`src/hw/rtl/fqrs_pkg.sv`:
```
// Command and status codes used by the queue core.
package fqrs_pkg;

	typedef enum logic [2:0] {
		CMD_ENQUEUE = 3'd0,
		CMD_DEQUEUE = 3'd1,
		CMD_PEEK    = 3'd2,
		CMD_COUNT   = 3'd3,
		CMD_CLEAR   = 3'd4,
		CMD_REVERSE = 3'd5,
		CMD_FIND    = 3'd6
	} cmd_t;

	typedef enum logic [1:0] {
		ST_OK       = 2'd0,
		ST_EMPTY    = 2'd1,
		ST_FULL     = 2'd2,
		ST_NOTFOUND = 2'd3
	} status_t;

endpackage

```
`src/hw/rtl/fqrs_ram.sv`:
```
// Generic single-port-write, single-port-read RAM with a registered read.
module fqrs_ram #(
	parameter int WIDTH = 32,
	parameter int DEPTH = 16
) (
	input  logic                     clk,
	input  logic                     we,
	input  logic [$clog2(DEPTH)-1:0] waddr,
	input  logic [WIDTH-1:0]         wdata,
	input  logic                     re,
	input  logic [$clog2(DEPTH)-1:0] raddr,
	output logic [WIDTH-1:0]         rdata
);

	logic [WIDTH-1:0] mem_q [DEPTH];
	logic [WIDTH-1:0] rdata_q;

	always_ff @(posedge clk) begin
		if (we) begin
			mem_q[waddr] <= wdata;
		end
		if (re) begin
			rdata_q <= mem_q[raddr];
		end
	end

	assign rdata = rdata_q;

endmodule

```
`src/hw/rtl/fifo_queue_with_reverse_and_search_core.sv`:
```
// Bounded FIFO of signed words with reverse and find commands.
//
// Input channel: in_valid/in_stall carry one command and an operand per transfer.
// Output channel: out_valid/out_stall carry exactly one result per command:
// the dequeued or peeked word, the find position, the occupancy afterwards and
// a status code.
// A command is taken only while the sequencer is idle. Enqueue, count, clear,
// reverse and any command on an empty queue go from the transfer straight to
// the done state. Dequeue and peek first pass the scan state, as the ring
// store has a registered read port. Find walks the ring one slot per cycle
// through that same port until the match or the last element. Without output
// stalls the next command is taken at the edge where the result leaves.
// The output register holds one finished result, so the next command is
// taken while that result waits; if the receiver keeps stalling, the next
// result waits in the sequencer and no further command is taken.
// Reset empties the queue and restores normal order; the ring store itself
// is not cleared and needs no clearing pass.
module fifo_queue_with_reverse_and_search_core
	import fqrs_pkg::*;
#(
	parameter int DEPTH      = 16,
	parameter int DATA_WIDTH = 32
) (
	input  logic                           clk,
	input  logic                           arst_n,
	input  logic                           in_valid,
	output logic                           in_stall,
	input  logic [2:0]                     command,
	input  logic signed [DATA_WIDTH-1:0]   operand,
	output logic                           out_valid,
	input  logic                           out_stall,
	output logic signed [DATA_WIDTH-1:0]   word,
	output logic [$clog2(DEPTH+1)-1:0]     position,
	output logic [$clog2(DEPTH+1)-1:0]     occupancy,
	output logic [1:0]                     status
);

	localparam int ADDR_W = $clog2(DEPTH);
	localparam int CNT_W  = $clog2(DEPTH + 1);
	localparam int SUM_W  = CNT_W + 1;
	localparam logic [SUM_W-1:0]  DEPTH_S = SUM_W'(DEPTH);
	localparam logic [CNT_W-1:0]  DEPTH_C = CNT_W'(DEPTH);
	localparam logic [ADDR_W-1:0] LAST_A  = ADDR_W'(DEPTH - 1);

	typedef enum logic [1:0] {
		S_IDLE,
		S_SCAN,
		S_DONE
	} state_t;

	state_t                  state_q;
	logic [ADDR_W-1:0]       head_q;
	logic [CNT_W-1:0]        count_q;
	logic                    rev_q;
	logic [2:0]              cmd_q;
	logic [DATA_WIDTH-1:0]   key_q;
	logic [ADDR_W-1:0]       ptr_q;
	logic [CNT_W-1:0]        idx_q;
	logic [DATA_WIDTH-1:0]   res_word_q;
	logic [CNT_W-1:0]        res_pos_q;
	status_t                 res_status_q;
	logic                    out_valid_q;
	logic [DATA_WIDTH-1:0]   word_q;
	logic [CNT_W-1:0]        position_q;
	logic [CNT_W-1:0]        occupancy_q;
	status_t                 status_q;

	logic                    accept;
	logic                    is_empty;
	logic                    is_full;
	logic [SUM_W-1:0]        tail_sum;
	logic [SUM_W-1:0]        last_sum;
	logic [ADDR_W-1:0]       tail_addr;
	logic [ADDR_W-1:0]       last_addr;
	logic [ADDR_W-1:0]       front_addr;
	logic [ADDR_W-1:0]       head_dec;
	logic [ADDR_W-1:0]       head_inc;
	logic [ADDR_W-1:0]       scan_from;
	logic [ADDR_W-1:0]       scan_next;
	logic [CNT_W-1:0]        idx_inc;
	logic                    out_free;
	logic                    ram_we;
	logic [ADDR_W-1:0]       ram_waddr;
	logic                    ram_re;
	logic [ADDR_W-1:0]       ram_raddr;
	logic [DATA_WIDTH-1:0]   ram_rdata;

	function automatic logic [ADDR_W-1:0] step_up(input logic [ADDR_W-1:0] a);
		return (a == LAST_A) ? '0 : ADDR_W'(a + 1'b1);
	endfunction

	function automatic logic [ADDR_W-1:0] step_down(input logic [ADDR_W-1:0] a);
		return (a == '0) ? LAST_A : ADDR_W'(a - 1'b1);
	endfunction

	assign accept   = in_valid && !in_stall;
	assign in_stall = (state_q != S_IDLE);
	assign is_empty = (count_q == '0);
	assign is_full  = (count_q == DEPTH_C);
	assign out_free = !out_valid_q || !out_stall;

	// Both sums are under twice the depth unless empty; a conditional subtract wraps them.
	always_comb begin
		tail_sum  = SUM_W'(head_q) + SUM_W'(count_q);
		last_sum  = tail_sum - 1'b1;
		tail_addr = (tail_sum >= DEPTH_S) ? ADDR_W'(tail_sum - DEPTH_S) : ADDR_W'(tail_sum);
		last_addr = (last_sum >= DEPTH_S) ? ADDR_W'(last_sum - DEPTH_S) : ADDR_W'(last_sum);
		head_dec  = step_down(head_q);
		head_inc  = step_up(head_q);
		front_addr = rev_q ? last_addr : head_q;
		scan_from  = rev_q ? step_down(front_addr) : step_up(front_addr);
		scan_next  = rev_q ? step_down(ptr_q) : step_up(ptr_q);
		idx_inc    = idx_q + 1'b1;
	end

	assign ram_we    = accept && (command == CMD_ENQUEUE) && !is_full;
	assign ram_waddr = rev_q ? head_dec : tail_addr;
	assign ram_re    = accept || (state_q == S_SCAN);
	assign ram_raddr = (state_q == S_IDLE) ? front_addr : ptr_q;

	fqrs_ram #(
		.WIDTH (DATA_WIDTH),
		.DEPTH (DEPTH)
	) u_ring (
		.clk   (clk),
		.we    (ram_we),
		.waddr (ram_waddr),
		.wdata (operand),
		.re    (ram_re),
		.raddr (ram_raddr),
		.rdata (ram_rdata)
	);

	always_ff @(posedge clk or negedge arst_n) begin
		if (!arst_n) begin
			state_q     <= S_IDLE;
			head_q      <= '0;
			count_q     <= '0;
			rev_q       <= 1'b0;
			out_valid_q <= 1'b0;
		end else begin
			// In the done state the output register is reloaded below instead.
			if (out_valid_q && !out_stall && (state_q != S_DONE)) begin
				out_valid_q <= 1'b0;
			end
			case (state_q)
				S_IDLE: begin
					if (accept) begin
						cmd_q        <= command;
						key_q        <= operand;
						res_word_q   <= '0;
						res_pos_q    <= '0;
						res_status_q <= ST_OK;
						idx_q        <= '0;
						ptr_q        <= scan_from;
						state_q      <= S_DONE;
						case (command)
							CMD_ENQUEUE: begin
								if (is_full) begin
									res_status_q <= ST_FULL;
								end else begin
									if (rev_q) begin
										head_q <= head_dec;
									end
									count_q <= count_q + 1'b1;
								end
							end
							CMD_DEQUEUE, CMD_PEEK, CMD_FIND: begin
								// The front slot is being read; the scan state picks it up.
								if (is_empty) begin
									res_status_q <= ST_EMPTY;
								end else begin
									state_q <= S_SCAN;
								end
							end
							CMD_CLEAR: begin
								head_q  <= '0;
								count_q <= '0;
								rev_q   <= 1'b0;
							end
							CMD_REVERSE: begin
								if (is_empty) begin
									res_status_q <= ST_EMPTY;
								end else begin
									rev_q <= !rev_q;
								end
							end
							default: begin
							end
						endcase
					end
				end
				S_SCAN: begin
					if (cmd_q == CMD_FIND) begin
						if (ram_rdata == key_q) begin
							res_pos_q <= idx_inc;
							state_q   <= S_DONE;
						end else if (idx_inc == count_q) begin
							res_status_q <= ST_NOTFOUND;
							state_q      <= S_DONE;
						end else begin
							idx_q <= idx_inc;
							ptr_q <= scan_next;
						end
					end else begin
						res_word_q <= ram_rdata;
						if (cmd_q == CMD_DEQUEUE) begin
							if (!rev_q) begin
								head_q <= head_inc;
							end
							count_q <= count_q - 1'b1;
						end
						state_q <= S_DONE;
					end
				end
				S_DONE: begin
					if (out_free) begin
						out_valid_q <= 1'b1;
						word_q      <= res_word_q;
						position_q  <= res_pos_q;
						occupancy_q <= count_q;
						status_q    <= res_status_q;
						state_q     <= S_IDLE;
					end
				end
				default: begin
					state_q <= S_IDLE;
				end
			endcase
		end
	end

	assign out_valid = out_valid_q;
	assign word      = word_q;
	assign position  = position_q;
	assign occupancy = occupancy_q;
	assign status    = status_q;

`ifndef NO_ASSERTIONS
	a_count_bound: assert property (@(posedge clk) disable iff (!arst_n)
		count_q <= DEPTH_C)
		else $error("occupancy exceeds the depth");

	a_scan_nonempty: assert property (@(posedge clk) disable iff (!arst_n)
		(state_q == S_SCAN) |-> (count_q != '0) && (idx_q < count_q))
		else $error("ring scan on an empty queue or past the last element");

	a_write_idle: assert property (@(posedge clk) disable iff (!arst_n)
		ram_we |-> (state_q == S_IDLE) && (count_q < DEPTH_C))
		else $error("ring write outside an accepted enqueue");

	a_full_drop: assert property (@(posedge clk) disable iff (!arst_n)
		(out_valid_q && (status_q == ST_FULL)) |-> (occupancy_q == DEPTH_C))
		else $error("full status reported on a queue that was not full");

	a_pos_ok: assert property (@(posedge clk) disable iff (!arst_n)
		(out_valid_q && (position_q != '0)) |-> (status_q == ST_OK))
		else $error("find position given without ok status");
`endif

endmodule
```
`config.mk`:
```
export PLATFORM = sky130hd
export DESIGN_NAME = fifo_queue_with_reverse_and_search_core
export DESIGN_NICKNAME = d
export VERILOG_FILES = /design/src/hw/rtl/fqrs_pkg.sv /design/src/hw/rtl/fqrs_ram.sv /design/src/hw/rtl/fifo_queue_with_reverse_and_search_core.sv
export SDC_FILE = /design/constraint.sdc
export NUM_CORES = 1
export LEC_CHECK = 0
export BUFFER_PORTS_ARGS = -buffer_cell sky130_fd_sc_hd__buf_2
export CORE_MARGIN = 5
export CORE_UTILIZATION = 55
export CTS_BUF_LIST = sky130_fd_sc_hd__clkbuf_8
export DETAILED_ROUTE_END_ITERATION = 10
export HOLD_SLACK_MARGIN = 0.06
export PLACE_DENSITY = 0.72
export SYNTH_ARGS = -nofsm -noshare
export SYNTH_HDL_FRONTEND = slang
export SYNTH_HIERARCHICAL = 1
export SYNTH_SLANG_ARGS = --single-unit
```
`constraint.sdc`:
```
create_clock -name clk -period 8.14 [get_ports clk]
set_input_delay 0.814 -clock clk [delete_from_list [all_inputs] [get_ports clk]]
set_output_delay 0.814 -clock clk [all_outputs]
set_load 0.01 [all_outputs]
```
==> metrics.yaml, run 1 <==
synth_ff_type: "edfxtp_1"
synth_nets: 1355
clock_latency_ns: 0.68
postCtsSetupBuffers: 0
setup_violations: 0
ys_types: 64
hpwl_um: 29800
synth-edff-count: 671
fin_cells: 2151
crit_fanout: 49
nets: 1517
initial_core_util_pct: 55.6
cp.required_ns: 8.56
die-area_um2: 52600
netlist_instances: 1298
drive_gt1_share_pct: 26.1
cts_resized: 0
min_path_cells: 1
ant_nets: 0
via_per_inst: 6.22
rows: 80
antenna_found_initial: 7
fin_skew_ns: 0.0183
clkSinkCount: 684
avgRoutedWirePerCell_um: 27.3
hold-worst-slack_ns: 0.386
grt_max_degree: 129
io_buffer_count: 84
ys_top_cells_by_count: "671 x edfxtp_1, 128 x mux4_2, 68 x a22oi_1"
setup_ws_ns: 3.73
place_ws_ns: 3.70
ys_seq_elements: 684
cts_buffers: 105
yosysTopAreaCellShare_pct: 76.1
core-area_um2: 47600
rsz0062_at_grt: "false"
cts_tree: "built"
placed_area_um2: 27800
num_vias: 13400
overflow: 0
htree_num_levels: 3
die_w_um: 229
worstRegToRegCells: 8
synth_warnings: 6
syn_to_final_growth_pct: 12.2
drt_iter0_drc: 1379
dieHeight_um: 229
slew_violations: 0
tns_ns: 0
dr.pass1.iters: 6
post-route-min-period_ns: 4.41
async_flop_share_pct: 1.90
grt_pass1_vias: 13600
grt_pass1_wl_um: 87100
fillCellCount: 3263
synth_area_leader_cell: "edfxtp_1"
fin_crit_sh_pct: 54.1
fin_area_um2: 29700
dp_cells: 1967
netlist_area_um2: 26500
postCtsHoldBufs: 1
end_kind: "flop"
maxCapViolCount: 0
slew_headroom_pct: 20.8
p_leak_nw: 9.87
synth_most_common_cell: "edfxtp_1"
worst-setup-path-type: "reg -> reg"
fmax_ghz: 0.227
avgSynthCellArea_um2: 20.4
drc_errors: 0
root_buffer: "clkbuf_8"
synthTopCellsByArea: "edfxtp_1 76%, mux4_2 11%, a22oi_1 1.9%, xor2_1 1.3%, dfrtp_1 1.2%"
ir_drop_mv: 0.507
tightest_slew_ns: 1.18
clock_tree.buffer_depth: 3
clk_pin_slew_ns: 0.07
finalWirelength_um: 58700
p_per_area_nw_per_um2: 366
cp.arrival_ns: 4.82
hold_viol: 0
grtUsageTotal_pct: 22.4
hold_class: "in -> reg"
critPathLaunchType: "flop"
status: "completed"
globalplace.congestion: 0.814
ioPinCount: 85
yosysSeqAreaShare_pct: 77.4
cell type report:
cell class	count	area, um2	area share, %
inverters	19	71.3	0.240
clock inverters	75	433	1.46
flip-flops and latches	684	20500	68.9
multi-input cells	537	5820	19.6
repair buffers	113	653	2.20
clock buffers	107	1470	4.96
diodes	1	2.50	0.00843
well taps	615	769	2.59
power breakdown:
group          switching (mW)  internal (mW)  total (mW)
Sequential              0.205           4.29        4.49
Clock                    1.24           1.37        2.61
Combinational            2.12           1.64        3.76
flip-flops by register name, summed over array words and instances, names as in the netlist:
register and cells:
head_q 4, res_pos_q 5, cmd_q 3, ptr_q 4
key_q 32, u_ring/rdata 32, occupancy 5, word 32
count_q 5, state_q 2, res_status_q 2, u_ring/mem_q 512
rev_q 1, status 2, out_valid 1, position 5
res_word_q 32, idx_q 5
through the flow:
stage	total power, mW	util [%]
CTS	10.9	62.3
finish	10.9	62.3
floorplan	7.26	-
detailed placement	8.32	58.3
global route	11.4	62.3
global placement	8.28	58.3
worst max-delay path: stages (launching register included):
cell and delay, ns:
dfrtp_1 0.89, nor2b_1 0.39, or2_2 0.19, inv_1 0.08, o21ai_4 0.70, buf_4 0.87
mux4_2 0.61, a22oi_1 0.22, nand2_1 0.09
path summary, 6_finish.rpt:
| path | slack, ns | endpoint | from |
|---|---|---|---|
| max in group asynchronous | 7.29 | state_q[1]$_DFFE_PN0P_ | arst_n |
| max reg2reg | 3.73 | u_ring/rdata[8]$_DFFE_PP_ | rev_q$_DFFE_PN0P_ |
| min in group asynchronous | 0.58 | count_q[3]$_DFFE_PN0P_ | arst_n |
| min reg2reg | 0.41 | word[12]$_DFFE_PP_ | res_word_q[12]$_SDFFCE_PN0P_ |
| max | 3.73 | u_ring/rdata[8]$_DFFE_PP_ | rev_q$_DFFE_PN0P_ |
| min | 0.39 | cmd_q[1]$_DFFE_PP_ | command[1] |
cells by family (layout without fill, tap and decap cells):
kind of cell	count (synthesis)	after routing	synth area share [%]
flops	684	684	77.4
simple gates	184	184	3.54
compound gates	151	151	3.93
mux	135	135	11.2
buf+inv	77	314	1.30
xor+xnor	49	49	1.81
fa+ha+maj	18	18	0.879
other cells	0	1	0
routing by layer:
metal	vias up	global-route usage (%)	share of wire, %
met5	-	0	0.10
met2	657	35.6	48
met1	6957	31.5	40
met3	115	5.14	9.3
met4	10	7.01	2.5
li1	5635	-	-
placed cells by master, fill, tap and decap left out, drive strengths merged, types with 35 or more instances in the layout:
cell type / count
edfxtp: 671
and2: 35
buf: 112
xor2: 39
nand2: 60
clkbuf: 107
inv: 51
mux4: 128
a22oi: 68
clkinv: 37
Note: power is estimated with default switching activity, not from simulation.
==> run 2: changes to the inputs <==
--- a/config.mk
+++ b/config.mk
@@ -11,7 +11,7 @@
 export CTS_BUF_LIST = sky130_fd_sc_hd__clkbuf_8
 export DETAILED_ROUTE_END_ITERATION = 10
 export HOLD_SLACK_MARGIN = 0.06
-export PLACE_DENSITY = 0.72
+export PLACE_DENSITY = 0.75
 export SYNTH_ARGS = -nofsm -noshare
 export SYNTH_HDL_FRONTEND = slang
 export SYNTH_HIERARCHICAL = 1
==> constraint.sdc (replaced) <==
create_clock -name clk -period 3.6 [get_ports clk]
set_input_delay 0.36 -clock clk [delete_from_list [all_inputs] [get_ports clk]]
set_output_delay 0.36 -clock clk [all_outputs]
set_load 0.01 [all_outputs]
==> run 2 against run 1 <==
Compared with the run above: clock-buffer cell count down 2; worst hold slack lost 0.28 ns; register-to-register slack lost 3.6 ns; highest routed layer is now met4; critical endpoint is now u_ring/rdata[25]$_DFFE_PP_.
==> metrics.yaml, run 2 (synthesis gave the netlist of run 1 again) <==
slew_violations: 0  # unchanged
regMostFlops: "u_ring/mem_q"
crit_chain: "ha_1 -> fa_1 -> inv_1 -> ha_1 -> xor3_1 -> a21boi_2 -> o21ai_2 -> buf_4 -> and2_2 -> buf_4 -> a22oi_1 -> nand2_1"
met2_usage_pct: 36.3  # +0.66 points
multiInputGateArea_um2: 5870  # +0.77%
cp.arrival_ns: 3.90  # -0.92 ns
slew_headroom_pct: 22.4  # +1.6 points
rows: 80  # unchanged
grt_max_degree: 33  # -74%
nets: 1597  # +5.3%
regArea_um2: 20500  # unchanged
die-area_um2: 52600  # unchanged
ir_drop_mv: 0.582  # +15%
hold-worst-slack_ns: 0.109  # -0.277 ns
drc_errors: 0  # unchanged
p_per_area_nw_per_um2: 838  # +130%
num_vias: 13800  # +2.9%
use_met1_pct: 32.4  # +0.86 points
ant_nets: 0  # unchanged
grt_pass1_vias: 14100  # +3.4%
cts_tree: "built"
crit_slowest_cell: "fa_1"
die_w_um: 229  # unchanged
dr.pass1.iters: 5  # -1
critPathLaunchType: "flop"
grt_pass1_wl_um: 88700  # +1.8%
final_cell_mix: "671 x edfxtp_1, 128 x mux4_2, 105 x clkbuf_8"
tightest_slew_ns: 1.16  # -0.0119 ns
core-area_um2: 47600  # unchanged
hold_viol: 0  # unchanged
fin_area_um2: 30800  # +3.8%
drive_gt1_share_pct: 27.9  # +1.8 points
worst-path-buf-inv: 3  # +1
clk_pin_slew_ns: 0.07  # about the same
tns_ns: 0  # unchanged
overflow: 0  # unchanged
post-route-min-period_ns: 3.48  # -0.928 ns
htree_num_levels: 3  # unchanged
ioPinCount: 85  # unchanged
max_stage_delay_ns: 0.54  # -0.35 ns
largest_register_ffs: 512  # unchanged
clock_tree.buffer_depth: 3  # unchanged
hold_class: "in -> async"
cp_top_family: "adder cells"
fin_skew_ns: 0.0411  # +0.0228 ns
drt_iter0_drc: 1412  # +2.4%
io_buffer_count: 84  # unchanged
globalplace.congestion: 0.846  # +3.9%
clkSinkCount: 684  # unchanged
hpwl_um: 34200  # +15%
antenna_found_initial: 3  # -4
grtUsageTotal_pct: 22.7  # +0.34 points
mostFrequentLayoutCell: "edfxtp_1"
use_met3_pct: 4.89  # -0.25 points
setup_violations: 0  # unchanged
end_kind: "flop"
syn_to_final_growth_pct: 16.5
status: "completed"
crit_fanout: 8  # -84%
fmax_ghz: 0.288  # +27%
fillCellCount: 3080  # -5.6%
cts_buffers: 105  # unchanged
grt-busiest-layer: "met2"
via_per_inst: 6.14  # -1.3%
placed_area_um2: 28400  # +2.3%
p_leak_nw: 10.4  # +5.2%
worst-setup-path-type: "reg -> reg"
clock_latency_ns: 0.71  # +0.03 ns
finish.utilization_pct: 64.7  # +2.4 points
maxCapViolCount: 0  # unchanged
fin_crit_sh_pct: 96.6  # +42 points
root_buffer: "clkbuf_8"
cp.required_ns: 4.02  # -4.54 ns
avgRoutedWirePerCell_um: 26.7  # -1.9%
dieHeight_um: 229  # unchanged
initial_core_util_pct: 55.6  # unchanged
finalWirelength_um: 60000  # +2.2%
[run 2: cell count changes in the layout (fill, tap and decap cells not counted), sizes merged]
cell,change
clkinv,+6
nor2b,+1
dlygate4sd3,+37
diode,+1
buf,+42
clkbuf,-2
clkinvlp,+1
bufinv,-1
inv,+6
[run 2: worst paths after layout]
check,start,endpoint,slack (ns),cells past startpoint
max,head_q[0]$_DFFE_PN0P_,u_ring/rdata[25]$_DFFE_PP_,0.12,12
min,arst_n,count_q[3]$_DFFE_PN0P_,0.11,2
max reg2reg,head_q[0]$_DFFE_PN0P_,u_ring/rdata[25]$_DFFE_PP_,0.12,12
min reg2reg,res_word_q[30]$_SDFFCE_PN0P_,word[30]$_DFFE_PP_,0.42,0
max in group asynchronous,arst_n,out_valid$_DFF_PN0_,3.21,2
min in group clk,command[0],cmd_q[0]$_DFFE_PP_,0.40,2
[run 2: power by group]
group          switching (mW)  internal (mW)
logic                    5.29           4.50
clock network            2.93           3.03
registers               0.387           9.69
[run 2: metal layers]
metal	vias up	share of wire [%]
met5	-	0
met4	0	2.4
met3	111	10
met2	761	48
met1	7072	39
li1	5821	-
[run 2: metrics by stage]
stage                     instances  power, mW  worst slack [ns]
after floorplan                1298       16.4            -0.150
after global placement         2005       19.5             0.178
after detailed placement       2005       19.7            0.0899
after CTS                      2235       25.7            0.0248
after global routing           2242       27.1          -0.00523
final                          2242       25.8             0.122
[run 2: area by class of cell]
| class | instances | share of cell area [%] |
|---|---|---|
| diodes | 2 | 0.0162 |
| clock buffers | 105 | 4.69 |
| clock inverters | 87 | 1.63 |
| inverters | 19 | 0.231 |
| multi-input cells | 538 | 19.0 |
| flip-flops and latches | 684 | 66.4 |
| well taps | 615 | 2.50 |
| repair buffers | 192 | 5.48 |
[run 2: repair_timing]
action | 4_1_cts | 5_1_grt
hold endpoints to repair | 564 | 0
setup buffers | 0 | 4
endpoints found under the setup margin | 0 | 30
resized for setup | 0 | 6
hold buffers | 38 | 0
